===== config.mk =====
export PLATFORM = sky130hd
export DESIGN_NAME = nand_bad_block_skip_mapper
export DESIGN_NICKNAME = d
export VERILOG_FILES = /design/src/sv/bbsm_pkg.sv /design/src/sv/nand_bad_block_skip_mapper.sv /design/src/sv/bbsm_front.sv /design/src/sv/bbsm_queue.sv /design/src/sv/bbsm_back.sv
export SDC_FILE = /design/constraint.sdc
export NUM_CORES = 2
export LEC_CHECK = 0
export ABC_CLOCK_PERIOD_IN_PS = 11120
export BUFFER_PORTS_ARGS = -buffer_cell sky130_fd_sc_hd__buf_4
export CORE_ASPECT_RATIO = 1.25
export CORE_UTILIZATION = 60
export DETAILED_ROUTE_END_ITERATION = 10
export PLACE_DENSITY = 0.86
export SLEW_MARGIN = 20
export SYNTH_ARGS = -nofsm -noshare
export SYNTH_HDL_FRONTEND = slang
export SYNTH_SLANG_ARGS = --single-unit

===== constraint.sdc =====
create_clock -name clock -period 11.12 [get_ports clock]
set_input_delay 2.224 -clock clock [delete_from_list [all_inputs] [get_ports clock]]
set_output_delay 2.224 -clock clock [all_outputs]
set_load 0.03 [all_outputs]

===== src/sv/bbsm_pkg.sv =====
// Shared constants and types of the bad-block skip mapper.
// No dependencies; imported by every module of the block.
`timescale 1ns / 1ps

package bbsm_pkg;

   localparam int NUM_BLOCKS = 1024;
   localparam int ADDR_BITS  = 28;

   localparam int CSR_W      = 5;
   localparam int CSR_RESET  = 17;

   localparam int BIDX_W     = (NUM_BLOCKS > 2) ? $clog2(NUM_BLOCKS) : 1;
   localparam int CNT_W      = $clog2(NUM_BLOCKS + 1);
   localparam int SH_W       = $clog2(ADDR_BITS + 1);

   // bad map geometry: one row of ROW_BITS blocks per memory word
   localparam int ROW_BITS   = 16;
   localparam int SEL_W      = $clog2(ROW_BITS);
   localparam int PC_W       = $clog2(ROW_BITS + 1);
   localparam int ROWS       = (NUM_BLOCKS + ROW_BITS - 1) / ROW_BITS;
   localparam int ROW_W      = (ROWS > 1) ? $clog2(ROWS) : 1;

   localparam int P_W        = BIDX_W + ADDR_BITS + 1;

   localparam int QDEPTH     = 2;
   localparam int QPTR_W     = (QDEPTH > 1) ? $clog2(QDEPTH) : 1;
   localparam int QCNT_W     = $clog2(QDEPTH + 1);

   typedef enum logic [1:0] {
      OP_XLATE     = 2'd0,
      OP_MARK_BAD  = 2'd1,
      OP_MARK_GOOD = 2'd2,
      OP_NOP       = 2'd3
   } op_type;

   // classified command; blk is the logical block for a translate and
   // the physical block for a mark
   typedef struct packed {
      op_type                 op;
      logic                   fail;
      logic [BIDX_W-1:0]      blk;
      logic [ADDR_BITS-1:0]   in_off;
      logic [SH_W-1:0]        sh;
   } cmd_type;

   typedef struct packed {
      logic    valid;
      cmd_type cmd;
   } q_slot_type;

endpackage


===== src/sv/nand_bad_block_skip_mapper.sv =====
// Bad-block skip mapper for a flash device. Requests translate a logical byte offset to a
// physical one by skipping erase blocks marked bad, or mark one block bad or good; each
// request gives exactly one response. The map starts all good after reset. A translate of
// logical block k reads the 16-block map rows in order up to the row holding the (k+1)-th
// good block (at most 63 rows before it), then walks that row bit by bit up to the
// block's bit position (at most 15) and builds the address; the map memory has one read
// port and delivers one row per cycle. A translate that runs out of good blocks reads every
// row; a translate rejected up front or an unused opcode skips the map and a mark does a
// read-modify-write of one row; a stalled response adds its stall to the next item.
// Up to two requests wait in a queue while the engine works and a result waits to be taken.
// Write block_shift only while no request is outstanding.
`timescale 1ns / 1ps

module nand_bad_block_skip_mapper import bbsm_pkg::*; (
   input  logic                  clock,
   input  logic                  reset,
   input  logic                  csr_write_enable,
   input  logic [CSR_W-1:0]      csr_write_data,
   input  logic                  req_valid,
   output logic                  req_ready,
   input  logic [1:0]            req_opcode,
   input  logic [ADDR_BITS-1:0]  req_logical_address,
   input  logic [BIDX_W-1:0]     req_block_index,
   output logic                  rsp_valid,
   input  logic                  rsp_ready,
   output logic [ADDR_BITS-1:0]  rsp_physical_address,
   output logic                  rsp_status
);

   q_slot_type push;
   q_slot_type head;
   logic       q_full;
   logic       pop;

   bbsm_front u_front (
      .clock               (clock),
      .reset               (reset),
      .csr_write_enable    (csr_write_enable),
      .csr_write_data      (csr_write_data),
      .req_valid           (req_valid),
      .req_ready           (req_ready),
      .req_opcode          (req_opcode),
      .req_logical_address (req_logical_address),
      .req_block_index     (req_block_index),
      .q_full              (q_full),
      .push_o              (push)
   );

   bbsm_queue u_queue (
      .clock  (clock),
      .reset  (reset),
      .push_i (push),
      .full_o (q_full),
      .head_o (head),
      .pop_i  (pop)
   );

   bbsm_back u_back (
      .clock                (clock),
      .reset                (reset),
      .head_i               (head),
      .pop_o                (pop),
      .rsp_valid            (rsp_valid),
      .rsp_ready            (rsp_ready),
      .rsp_physical_address (rsp_physical_address),
      .rsp_status           (rsp_status)
   );

endmodule


===== src/sv/bbsm_front.sv =====
// Front end: block_shift register, input handshake and command classification.
// Depends on bbsm_pkg; feeds bbsm_queue.
`timescale 1ns / 1ps

module bbsm_front import bbsm_pkg::*; (
   input  logic                  clock,
   input  logic                  reset,
   input  logic                  csr_write_enable,
   input  logic [CSR_W-1:0]      csr_write_data,
   input  logic                  req_valid,
   output logic                  req_ready,
   input  logic [1:0]            req_opcode,
   input  logic [ADDR_BITS-1:0]  req_logical_address,
   input  logic [BIDX_W-1:0]     req_block_index,
   input  logic                  q_full,
   output q_slot_type            push_o
);

   logic [CSR_W-1:0]     block_shift_ff;
   logic [SH_W-1:0]      sh;
   logic [ADDR_BITS-1:0] k_full;
   logic [ADDR_BITS-1:0] off_mask;
   cmd_type              cmd;

   always_ff @(posedge clock) begin
      if (reset) begin
         block_shift_ff <= CSR_W'(CSR_RESET);
      end else if (csr_write_enable) begin
         block_shift_ff <= csr_write_data;
      end
   end

   always_comb begin
      // shifts past the address width leave the whole address in-block
      sh       = (int'(block_shift_ff) > ADDR_BITS) ? SH_W'(ADDR_BITS) : SH_W'(block_shift_ff);
      k_full   = req_logical_address >> sh;
      off_mask = ~({ADDR_BITS{1'b1}} << sh);

      cmd        = '0;
      cmd.op     = OP_NOP;
      cmd.sh     = sh;
      cmd.in_off = req_logical_address & off_mask;
      unique case (op_type'(req_opcode)) inside
         OP_XLATE: begin
            cmd.op   = OP_XLATE;
            cmd.blk  = BIDX_W'(k_full);
            cmd.fail = ({{(64 - ADDR_BITS){1'b0}}, k_full} >= 64'(NUM_BLOCKS));
         end
         OP_MARK_BAD, OP_MARK_GOOD: begin
            // drop marks outside the device
            if (32'(req_block_index) < NUM_BLOCKS) begin
               cmd.op = op_type'(req_opcode);
            end
            cmd.blk = req_block_index;
         end
         default: begin
            cmd.op = OP_NOP;
         end
      endcase
   end

   assign req_ready    = !q_full;
   assign push_o.valid = req_valid && !q_full;
   assign push_o.cmd   = cmd;

endmodule


===== src/sv/bbsm_queue.sv =====
// Short command queue between the front end and the map engine.
// Depends on bbsm_pkg.
`timescale 1ns / 1ps

module bbsm_queue import bbsm_pkg::*; (
   input  logic       clock,
   input  logic       reset,
   input  q_slot_type push_i,
   output logic       full_o,
   output q_slot_type head_o,
   input  logic       pop_i
);

   cmd_type             slot_ff [QDEPTH];
   logic [QPTR_W-1:0]   wr_ptr_ff, wr_ptr_in;
   logic [QPTR_W-1:0]   rd_ptr_ff, rd_ptr_in;
   logic [QCNT_W-1:0]   cnt_ff, cnt_in;
   logic                do_push, do_pop;

   assign full_o       = (cnt_ff == QCNT_W'(QDEPTH));
   assign head_o.valid = (cnt_ff != '0);
   assign head_o.cmd   = slot_ff[rd_ptr_ff];

   assign do_push = push_i.valid && !full_o;
   assign do_pop  = pop_i && head_o.valid;

   always_comb begin
      wr_ptr_in = wr_ptr_ff;
      rd_ptr_in = rd_ptr_ff;
      cnt_in    = cnt_ff;
      if (do_push) begin
         wr_ptr_in = (wr_ptr_ff == QPTR_W'(QDEPTH - 1)) ? '0 : wr_ptr_ff + 1'b1;
      end
      if (do_pop) begin
         rd_ptr_in = (rd_ptr_ff == QPTR_W'(QDEPTH - 1)) ? '0 : rd_ptr_ff + 1'b1;
      end
      if (do_push && !do_pop) begin
         cnt_in = cnt_ff + 1'b1;
      end else if (do_pop && !do_push) begin
         cnt_in = cnt_ff - 1'b1;
      end
   end

   always_ff @(posedge clock) begin
      if (reset) begin
         wr_ptr_ff <= '0;
         rd_ptr_ff <= '0;
         cnt_ff    <= '0;
      end else begin
         wr_ptr_ff <= wr_ptr_in;
         rd_ptr_ff <= rd_ptr_in;
         cnt_ff    <= cnt_in;
      end
   end

   always_ff @(posedge clock) begin
      if (do_push) begin
         slot_ff[wr_ptr_ff] <= push_i.cmd;
      end
   end

endmodule


===== src/sv/bbsm_back.sv =====
// Map engine: bad-block memory, row scan, bit walk, address build, result register.
// Depends on bbsm_pkg; takes commands from bbsm_queue.
`timescale 1ns / 1ps

module bbsm_back import bbsm_pkg::*; (
   input  logic                  clock,
   input  logic                  reset,
   input  q_slot_type            head_i,
   output logic                  pop_o,
   output logic                  rsp_valid,
   input  logic                  rsp_ready,
   output logic [ADDR_BITS-1:0]  rsp_physical_address,
   output logic                  rsp_status
);

   typedef enum logic [5:0] {
      S_IDLE = 6'b000001,
      S_MARK = 6'b000010,
      S_SCAN = 6'b000100,
      S_PICK = 6'b001000,
      S_CALC = 6'b010000,
      S_DONE = 6'b100000
   } state_type;

   state_type            state_ff, state_in;
   cmd_type              cur_ff, cur_in;
   logic [ROW_W-1:0]     row_ff, row_in;
   logic [CNT_W-1:0]     good_ff, good_in;
   logic [SEL_W-1:0]     rem_ff, rem_in;
   logic [SEL_W-1:0]     bit_ff, bit_in;
   logic [ROW_BITS-1:0]  bits_ff, bits_in;
   logic [BIDX_W-1:0]    blk_ff, blk_in;
   logic [ADDR_BITS-1:0] res_addr_ff, res_addr_in;
   logic                 res_stat_ff, res_stat_in;
   logic                 rsp_valid_ff, rsp_valid_in;
   logic [ADDR_BITS-1:0] rsp_addr_ff, rsp_addr_in;
   logic                 rsp_stat_ff, rsp_stat_in;

   // bad map: one bit per block, set = bad; a row never written reads all good
   logic [ROW_BITS-1:0]  mem [ROWS];
   logic [ROWS-1:0]      row_vld_ff;
   logic [ROW_BITS-1:0]  rdata_ff;
   logic                 rd_vld_ff;
   logic                 rd_en, wr_en;
   logic [ROW_W-1:0]     rd_addr, wr_addr;
   logic [ROW_BITS-1:0]  wr_data;

   logic [ROW_BITS-1:0]  eff_row;
   logic [ROW_BITS-1:0]  good_bits;
   logic [PC_W-1:0]      pc;
   logic [CNT_W:0]       sum;
   logic [CNT_W-1:0]     diff;
   logic [P_W-1:0]       paddr;
   logic [SEL_W-1:0]     mark_bit;

   assign eff_row  = rd_vld_ff ? rdata_ff : '0;
   assign mark_bit = SEL_W'(cur_ff.blk);

   always_comb begin
      for (int i = 0; i < ROW_BITS; i++) begin
         good_bits[i] = !eff_row[i] && ((int'(row_ff) * ROW_BITS + i) < NUM_BLOCKS);
      end
      pc = '0;
      for (int i = 0; i < ROW_BITS; i++) begin
         pc = pc + PC_W'(good_bits[i]);
      end
      sum   = (CNT_W + 1)'(good_ff) + (CNT_W + 1)'(pc);
      diff  = CNT_W'(cur_ff.blk) - good_ff;
      paddr = (P_W'(blk_ff) << cur_ff.sh) + P_W'(cur_ff.in_off);
   end

   always_comb begin
      state_in     = state_ff;
      cur_in       = cur_ff;
      row_in       = row_ff;
      good_in      = good_ff;
      rem_in       = rem_ff;
      bit_in       = bit_ff;
      bits_in      = bits_ff;
      blk_in       = blk_ff;
      res_addr_in  = res_addr_ff;
      res_stat_in  = res_stat_ff;
      rsp_addr_in  = rsp_addr_ff;
      rsp_stat_in  = rsp_stat_ff;
      rsp_valid_in = rsp_valid_ff && !rsp_ready;
      pop_o        = 1'b0;
      rd_en        = 1'b0;
      rd_addr      = '0;
      wr_en        = 1'b0;
      wr_addr      = ROW_W'(cur_ff.blk >> SEL_W);
      wr_data      = eff_row;

      unique case (state_ff)
         S_IDLE: begin
            if (head_i.valid) begin
               pop_o       = 1'b1;
               cur_in      = head_i.cmd;
               res_addr_in = '0;
               res_stat_in = 1'b0;
               unique case (head_i.cmd.op) inside
                  OP_XLATE: begin
                     if (head_i.cmd.fail) begin
                        res_stat_in = 1'b1;
                        state_in    = S_DONE;
                     end else begin
                        rd_en    = 1'b1;
                        rd_addr  = '0;
                        row_in   = '0;
                        good_in  = '0;
                        state_in = S_SCAN;
                     end
                  end
                  OP_MARK_BAD, OP_MARK_GOOD: begin
                     rd_en    = 1'b1;
                     rd_addr  = ROW_W'(head_i.cmd.blk >> SEL_W);
                     state_in = S_MARK;
                  end
                  default: begin
                     state_in = S_DONE;
                  end
               endcase
            end
         end
         S_MARK: begin
            // read-modify-write of the block's row
            wr_en             = 1'b1;
            wr_data[mark_bit] = (cur_ff.op == OP_MARK_BAD);
            state_in          = S_DONE;
         end
         S_SCAN: begin
            if (sum > (CNT_W + 1)'(cur_ff.blk)) begin
               bits_in  = good_bits;
               rem_in   = SEL_W'(diff);
               bit_in   = '0;
               state_in = S_PICK;
            end else if (row_ff == ROW_W'(ROWS - 1)) begin
               res_stat_in = 1'b1;
               state_in    = S_DONE;
            end else begin
               // prefetch the next row so one row retires per cycle
               good_in = CNT_W'(sum);
               row_in  = row_ff + 1'b1;
               rd_en   = 1'b1;
               rd_addr = row_ff + 1'b1;
            end
         end
         S_PICK: begin
            bit_in = bit_ff + 1'b1;
            if (bits_ff[bit_ff]) begin
               if (rem_ff == '0) begin
                  blk_in   = BIDX_W'({row_ff, bit_ff});
                  state_in = S_CALC;
               end else begin
                  rem_in = rem_ff - 1'b1;
               end
            end
         end
         S_CALC: begin
            if (paddr[P_W-1:ADDR_BITS] != '0) begin
               res_addr_in = '0;
               res_stat_in = 1'b1;
            end else begin
               res_addr_in = paddr[ADDR_BITS-1:0];
               res_stat_in = 1'b0;
            end
            state_in = S_DONE;
         end
         S_DONE: begin
            // hold until the result register frees up
            if (!rsp_valid_ff || rsp_ready) begin
               rsp_valid_in = 1'b1;
               rsp_addr_in  = res_addr_ff;
               rsp_stat_in  = res_stat_ff;
               state_in     = S_IDLE;
            end
         end
         default: begin
            state_in = S_IDLE;
         end
      endcase
   end

   always_ff @(posedge clock) begin
      if (reset) begin
         state_ff     <= S_IDLE;
         rsp_valid_ff <= 1'b0;
         row_vld_ff   <= '0;
         rd_vld_ff    <= 1'b0;
      end else begin
         state_ff     <= state_in;
         rsp_valid_ff <= rsp_valid_in;
         if (wr_en) begin
            row_vld_ff[wr_addr] <= 1'b1;
         end
         if (rd_en) begin
            rd_vld_ff <= row_vld_ff[rd_addr];
         end
      end
   end

   always_ff @(posedge clock) begin
      cur_ff      <= cur_in;
      row_ff      <= row_in;
      good_ff     <= good_in;
      rem_ff      <= rem_in;
      bit_ff      <= bit_in;
      bits_ff     <= bits_in;
      blk_ff      <= blk_in;
      res_addr_ff <= res_addr_in;
      res_stat_ff <= res_stat_in;
      rsp_addr_ff <= rsp_addr_in;
      rsp_stat_ff <= rsp_stat_in;
   end

   always_ff @(posedge clock) begin
      if (wr_en) begin
         mem[wr_addr] <= wr_data;
      end
      if (rd_en) begin
         rdata_ff <= mem[rd_addr];
      end
   end

   assign rsp_valid            = rsp_valid_ff;
   assign rsp_physical_address = rsp_addr_ff;
   assign rsp_status           = rsp_stat_ff;

endmodule


# After elaboration in Yosys (flattened, before gate mapping)
# Memories as Yosys holds them, arrays and structs flattened. A register that Yosys moved wholly into a read port is not among the register bits.
# Cells that the tools add are included.
op_classes:
  n_addsub: 40
  order_cmp: 25
  n_eq_ne: 25
  shift: 3
  n_mux: 78
  n_bitwise: 3
  n_reduce_logical: 69
op_table:
  columns: ["cell", "count"]
  rows:
  - ["32-bit by 12-bit < comparator with 1-bit output (second input constant)", 15]
  - ["6-bit 2-to-1 mux", 16]
  - ["10-bit by 4-bit adder with 11-bit output (second input constant)", 8]
  - ["5-bit by 1-bit adder with 5-bit output", 14]
  - ["64-bit OR", 1]
  - ["28-bit 2-to-1 mux", 2]
  - ["28-bit one-hot mux with 2 select lines", 1]
  - ["11-bit 2-to-1 mux", 5]
  - ["10-bit by 3-bit adder with 11-bit output (second input constant)", 4]
  - ["39-bit by 28-bit adder with 39-bit output", 1]
  - ["10-bit by 5-bit << shifter with 39-bit output", 1]
  - ["6-bit one-hot mux with 2 select lines", 3]
  - ["16-bit 2-to-1 mux", 2]
  - ["6-bit one-hot mux with 5 select lines", 1]
  - ["28-bit bitwise AND", 1]
  - ["28-bit by 11-bit >= comparator with 1-bit output (second input constant)", 1]
  - ["1-bit 2-to-1 mux", 28]
  - ["28-bit inverter", 1]
  - ["28-bit by 5-bit << shifter with 28-bit output (first input constant)", 1]
  - ["28-bit by 5-bit right shift with 28-bit output", 1]
  - ["1-bit logical AND", 24]
  - ["10-bit by 2-bit adder with 11-bit output (second input constant)", 2]
  - ["11-bit one-hot mux with 2 select lines", 1]
  - ["1-bit logical NOT", 21]
  - ["53 further kinds", 88]
totals:
  regBits: 235
  ram_bits: 1116
  inputBits: 50
  output_inout_bits: 31
  elab_cells: 267
  mem_count: 2
memory_table:
  columns: ["memory", "words", "width", "rd", "rd_clocked_by_memory_dff", "write_ports", "line_no", "rtl"]
  rows:
  - ["u_back.mem", 64, 16, 1, 1, 1, "bbsm_back.sv:40", "logic [ROW_BITS-1:0] mem [ROWS];"]
  - ["u_queue.slot_ff", 2, 46, 1, 1, 1, "bbsm_queue.sv:14", "cmd_type slot_ff [QDEPTH];"]

# Longest topological paths before layout
logic_depth:
  word_depth: 24
  mapped_depth: 38
  ltp_nobuf: 32

# Hierarchy
# A second synthesis with hierarchy kept.
hier_totals:
  hier_cells: 4617
  hier_area_um2: 59201.8
by_module_without_submodules:
  columns: ["mod", "instances", "cells_per_inst", "area_per_inst_um2", "seq_area_each_um2"]
  rows:
  - ["bbsm_back", 1, 4051, 53152.2, 37295.8]
  - ["bbsm_queue", 1, 168, 3535.9, 2862.7]
  - ["bbsm_front", 1, 398, 2513.7, 100.1]

# Least setup slack after synthesis
# Ideal clock, no wire load.
synth_path:
  path_kind: "reg2reg"
  startpoint: "reg u_back.rd_vld_ff"
  endpoint: "reg u_back.rdata_ff[13], read port of u_back.mem (data pin)"
  setup_ns: 0.265
  arrival_ns: 8.152
  t_required_ns: 10.855
  setup_slack_ns: 2.702
  path_stages_with_launch: 37
  path_buffers: 6
  period_less_slack_ns: 8.418
  path_cell_list: "dfxtp_1 -> clkbuf_1 -> clkbuf_1 -> nand2_1 -> ha_1 -> inv_1 -> fa_1 -> inv_1 -> fa_1 -> fa_1 -> inv_1 -> fa_1 -> fa_1 -> fa_1 -> inv_1 -> ha_1 -> a211oi_1 -> o21bai_1 -> a21oi_1 -> nor2_1 -> and3_1 -> xor2_1 -> ha_1 -> a211oi_1 -> o21ai_0 -> nor2b_1 -> a211o_1 -> clkbuf_1 -> a32oi_1 -> buf_2 -> nand2_1 -> buf_2 -> clkbuf_1 -> o22ai_1 -> o21ai_0 -> o2111ai_1 -> or3_1"
synth_via:
  elab_chain_len: 22
  word_cells_on_any_way: 54
  classes_between: "16 x add/sub; 1 x order compare; 5 x mux; 32 x reduce/logical"
synth_rtl:
  columns: ["element", "line_no", "rtl"]
  rows:
  - ["from (decl)", "bbsm_back.sv:43", "logic rd_vld_ff;"]
  - ["from (signal assigned)", "bbsm_back.sv:196", "rd_vld_ff <= row_vld_ff[rd_addr];"]
  - ["16-bit 2-to-1 mux *", "bbsm_back.sv:56", "assign eff_row = rd_vld_ff ? rdata_ff : '0;"]
  - ["1-bit logical NOT *", "bbsm_back.sv:61", "good_bits[i] = !eff_row[i] && ((int'(row_ff) * ROW_BITS + i) < NUM_BLOCKS);"]
  - ["1-bit logical AND *", "bbsm_back.sv:61", null]
  - ["via u_back.good_bits[1]", "bbsm_back.sv:49", "logic [ROW_BITS-1:0] good_bits;"]
  - ["1-bit by 1-bit adder with 2-bit output *", "bbsm_back.sv:65", "pc = pc + PC_W'(good_bits[i]);"]
  - ["5-bit by 1-bit adder with 5-bit output * (14 in series)", "bbsm_back.sv:65", null]
  - ["11-bit by 5-bit adder with 12-bit output *", "bbsm_back.sv:67", "sum = (CNT_W + 1)'(good_ff) + (CNT_W + 1)'(pc);"]
  - ["via u_back.sum[9]", "bbsm_back.sv:51", "logic [CNT_W:0] sum;"]
  - ["12-bit by 10-bit greater-than comparator with 1-bit output *", "bbsm_back.sv:131", "if (sum > (CNT_W + 1)'(cur_ff.blk)) begin"]
  - ["6-bit 2-to-1 mux or 1-bit 2-to-1 mux (tied branches)", "bbsm_back.sv:131", null]
  - ["6-bit one-hot mux with 2 select lines or 1-bit one-hot mux with 2 select lines (tied branches)", "bbsm_back.sv:93", "unique case (state_ff)"]
  - ["to (decl)", "bbsm_back.sv:42", "logic [ROW_BITS-1:0] rdata_ff;"]
# The timed path passes the listed nets; every way through them passes the cells marked *.
# A chain may end at the register's enable or synchronous reset.

# Final worst setup path
layout_path:
  startpoint: "reg u_back.rd_vld_ff"
  endpoint: "reg u_back.rdata_ff[5], read port of u_back.mem (data pin)"
# The elaborated chain is that of the path after synthesis.

==> results.md <==
* Clock skew at 29.6 ps
* Total Power at 14.7 mW
* Capturing point of the worst reg2reg path: u_back.rdata_ff[5]
* Initial antenna violation count at 8
* Syn_area_per_cell at 13.6 µm²
* Chip width at 280 µm
* Commonest register cell after synthesis: edfxtp_1
* Final setup fails at 0
* Placed instance area at 60600 µm²
* Area of the multi-input gates at 16600 µm²
* Largest net degree at the start of global routing at 93
* Clock Latency Late Sink at 770 ps
* Hold Vio Cnt, Final at 0
* Setup_tns at 0 ps
* Global route overflow at 0
* Peak supply drop at 0.166 mV
* Worst-path clk slew at 60 ps
* Number of post-CTS setup repair buffers at 0
* Pre-Repair DR Iteration Count at 11
* Global router's overall resource usage at 32.6%
* Seq/Total Area, Yosys at 69.6%
* Final Cell Area at 64900 µm²
* Vias in the first global route at 37.7k
* Per-cell routed wire length at 27.7 µm
* Root Buffer: clkbuf_16
* Critical path's slowest cell: nor3_1
* Hold path startpoint: u_back.res_addr_ff[18]
* Sequential power share at 42.4%
* Final number of max-transition violations at 0
* Vias per cell at 6.73
* Worst hold slack at 418 ps
* Leakage at 23.9 nW
* Worst Max-Slew Pin Slew at 1360 ps
* RSZ-0062 raised after global routing: false
* Area growth from synthesis to layout at 12.3%
* Drc violations at 1
* Flip-flop and latch area at 40300 µm²
* Via count at 38.7k
* Maximum clock frequency at 95.0 MHz
* Logic pwr share at 27.3%
* Post-DRT Antenna Nets at 0
* Hold Path Depth at 0
* Post-synth cell types at 78
* R2r worst-path depth at 30
* First-pass GRT wire length at 233000 µm
* Worst Setup Start Kind: flip-flop
* P_sw at 4.82 mW
* Async S/R FF share, synth at 0%
* PD cells at 227 nW/µm²
* Met3 usage at 7.46%
* Nets@finish at 4493
* Maximum clock path buffer count at 3
* Core ar. at 94900 µm²
* Final min period at 10530 ps
* Row Count at 126
* Initial Util at 60.9%
* Critical path's top delay family: adder cells
* Internal Pwr Total at 9.88 mW
* Synthesized instance count at 4244
* Outcome: finished with violations
* Number of synthesized flops with an enable pin at 1286
* Final WL at 160000 µm
* CP Max Fanout at 57
* Initial drt markers at 6287
* PostCTS Resize Cnt at 0
* CTS Buf Count at 130
* Die height at 349 µm
* # hold bufs at CTS at 0
* Routability cong. at 0.965
* Cell area after synthesis at 57800 µm²
* Crit path largest cell delay at 1090 ps
* Final core occ at 68.4%
* Hpwl dp at 97400 µm
* Slew headroom at 8.69%
* Layout cell share with drive strength beyond 1 at 11.9%
* CTS tree: yes
* Final period util at 94.7%
* Max Cap Viol at 0
* WS Path Type: reg -> reg
* Fillers at 5938
* Worst hold path class: reg -> reg
* GR Layer Usage met1 at 40.1%
* M2 GR Usage at 52.0%
* H-tree depth at 4
* Number of warnings issued by yosys at 0
* FF-to-FF Start: u_back.rd_vld_ff
* Busiest grt layer: met2
* CTS sink cnt at 1368
* Number of port buffers at 80
* Critical Path AT at 11150 ps
* Most numerous cell on the critical path: fa_1
* Hold endpoint: u_back.rsp_physical_address[18]
* WP buf/inv at 4
* R2R Setup Slk at 590 ps
* Net Sw Frac at 32.8%
* CP Capture Type: flip-flop
* Die footprint at 97600 µm²
* Clk pwr share at 30.4%
* # IOs at 81
* Req. time, crit path at 11740 ps
* Syn Nets at 4367
* Synthesized flop and latch total at 1368
* Failing checks: DRC
cell usage after synthesis, drive strengths merged (6+ instances only):
cell type  number  area (µm²)
edfxtp       1286       38600
nand2         622        2330
mux2i         390        3900
nor2          335        1280
a21oi         210        1050
clkbuf        144         541
o22ai         134         838
nand3          99         495
o21ai          92         460
buf            86         408
dfxtp          82        1640
inv            68         255
mux2           63         713
ha             60         751
nand4          54         338
nor4           52         340
a32oi          50         438
nor3           36         180
a211oi         28         210
nor2b          26         163
xnor2          25         219
nand2b         24         150
xor2           21         184
a21o           20         150
or3            20         125
and2           18         113
o31ai          17         128
and3           14        87.6
o21a           14         105
fa             13         260
a22oi          12        90.1
mux4           12         270
a31oi          11        68.8
o2111ai        11        96.3
or2             7        43.8
a2111oi         6        52.6
a21boi          6        45.1
nor3b           6        50.1
kinds of logic after synthesis:
family                     after synthesis  synth area share, %
AOI/OAI and AO/OA                      664                 7.30
and+or+nand+nor                       1326                 10.0
xor gates and xnor gates                46                0.697
DFF                                   1368                 69.6
buffers and inverters                  302                 2.11
muxes                                  465                 8.45
adders and majority gates               73                 1.75
registers in the layout, indices dropped and copies added (netlist names), 2 cells and up, named ones only:
name / flops
u_queue.cnt_ff: 2
u_back.row_vld_ff: 64
u_back.cur_ff: 45
u_back.blk_ff: 10
u_back.row_ff: 6
u_back.mem: 1024
u_back.good_ff: 11
u_back.rsp_physical_address: 28
u_queue.slot_ff: 92
u_back.res_addr_ff: 28
u_back.rdata_ff: 16
u_back.bits_ff: 16
u_front.block_shift_ff: 5
u_back.bit_ff: 4
u_back.state_ff: 6
u_back.rem_ff: 4
power groups by stage:
stage                     combinational, mW  clock [mW]  sequential, mW
after floorplan                        2.68           0            6.22
after global placement                 3.76           0            6.31
after detailed placement               3.83           0            6.33
after CTS                              3.89        4.47            6.22
after global routing                   4.24        4.66            6.24
final                                  4.01        4.47            6.23
cells in the final DEF (no fill, tap or decap), types with 66 or more instances in the layout:
master,count
clkbuf_16,131
nor2_1,321
nand3_1,99
o21ai_0,81
dfxtp_1,81
inv_1,66
a21oi_1,210
mux2i_1,376
o22ai_1,134
buf_4,212
edfxtp_1,1286
nand2_1,617
metal layers:
metal | up-vias | share of wire [%] | wire [µm]
met5 | - | 0.027 | 43
met4 | 8 | 7.2 | 11500
met3 | 676 | 12 | 19800
met2 | 3091 | 47 | 75500
met1 | 18700 | 33 | 52900
li1 | 16200 | - | -
stage by stage:
step / setup WS [ps] / cells
CTS: 1010 / 5754
global route: 267 / 5754
floorplan: 2700 / 4244
finish: 588 / 5756
detailed placement: 1060 / 5518
global placement: 1300 / 5518
worst max path at each step:
stage | start | to | cells after the start
after floorplan | u_back.rd_vld_ff | u_back.rdata_ff[13] | 36
after global placement | u_back.rd_vld_ff | u_back.rdata_ff[5] | 30
after detailed placement | u_back.rd_vld_ff | u_back.rdata_ff[5] | 30
after CTS | u_back.rd_vld_ff | u_back.rdata_ff[5] | 30
after global routing | u_back.rd_vld_ff | u_back.rdata_ff[5] | 30
final | u_back.rd_vld_ff | u_back.rdata_ff[5] | 30
final cells by class:
| type | count | area share [%] |
|---|---|---|
| sequential | 1368 | 62.0 |
| multi-input combinational | 2574 | 25.6 |
| clock buffer | 166 | 5.35 |
| timing repair buffer | 224 | 2.82 |
| tap | 1280 | 2.47 |
| clock inverter | 70 | 1.30 |
| inverter | 72 | 0.416 |
| antenna | 2 | 0.00771 |
Power figures use the tool's default switching activity.
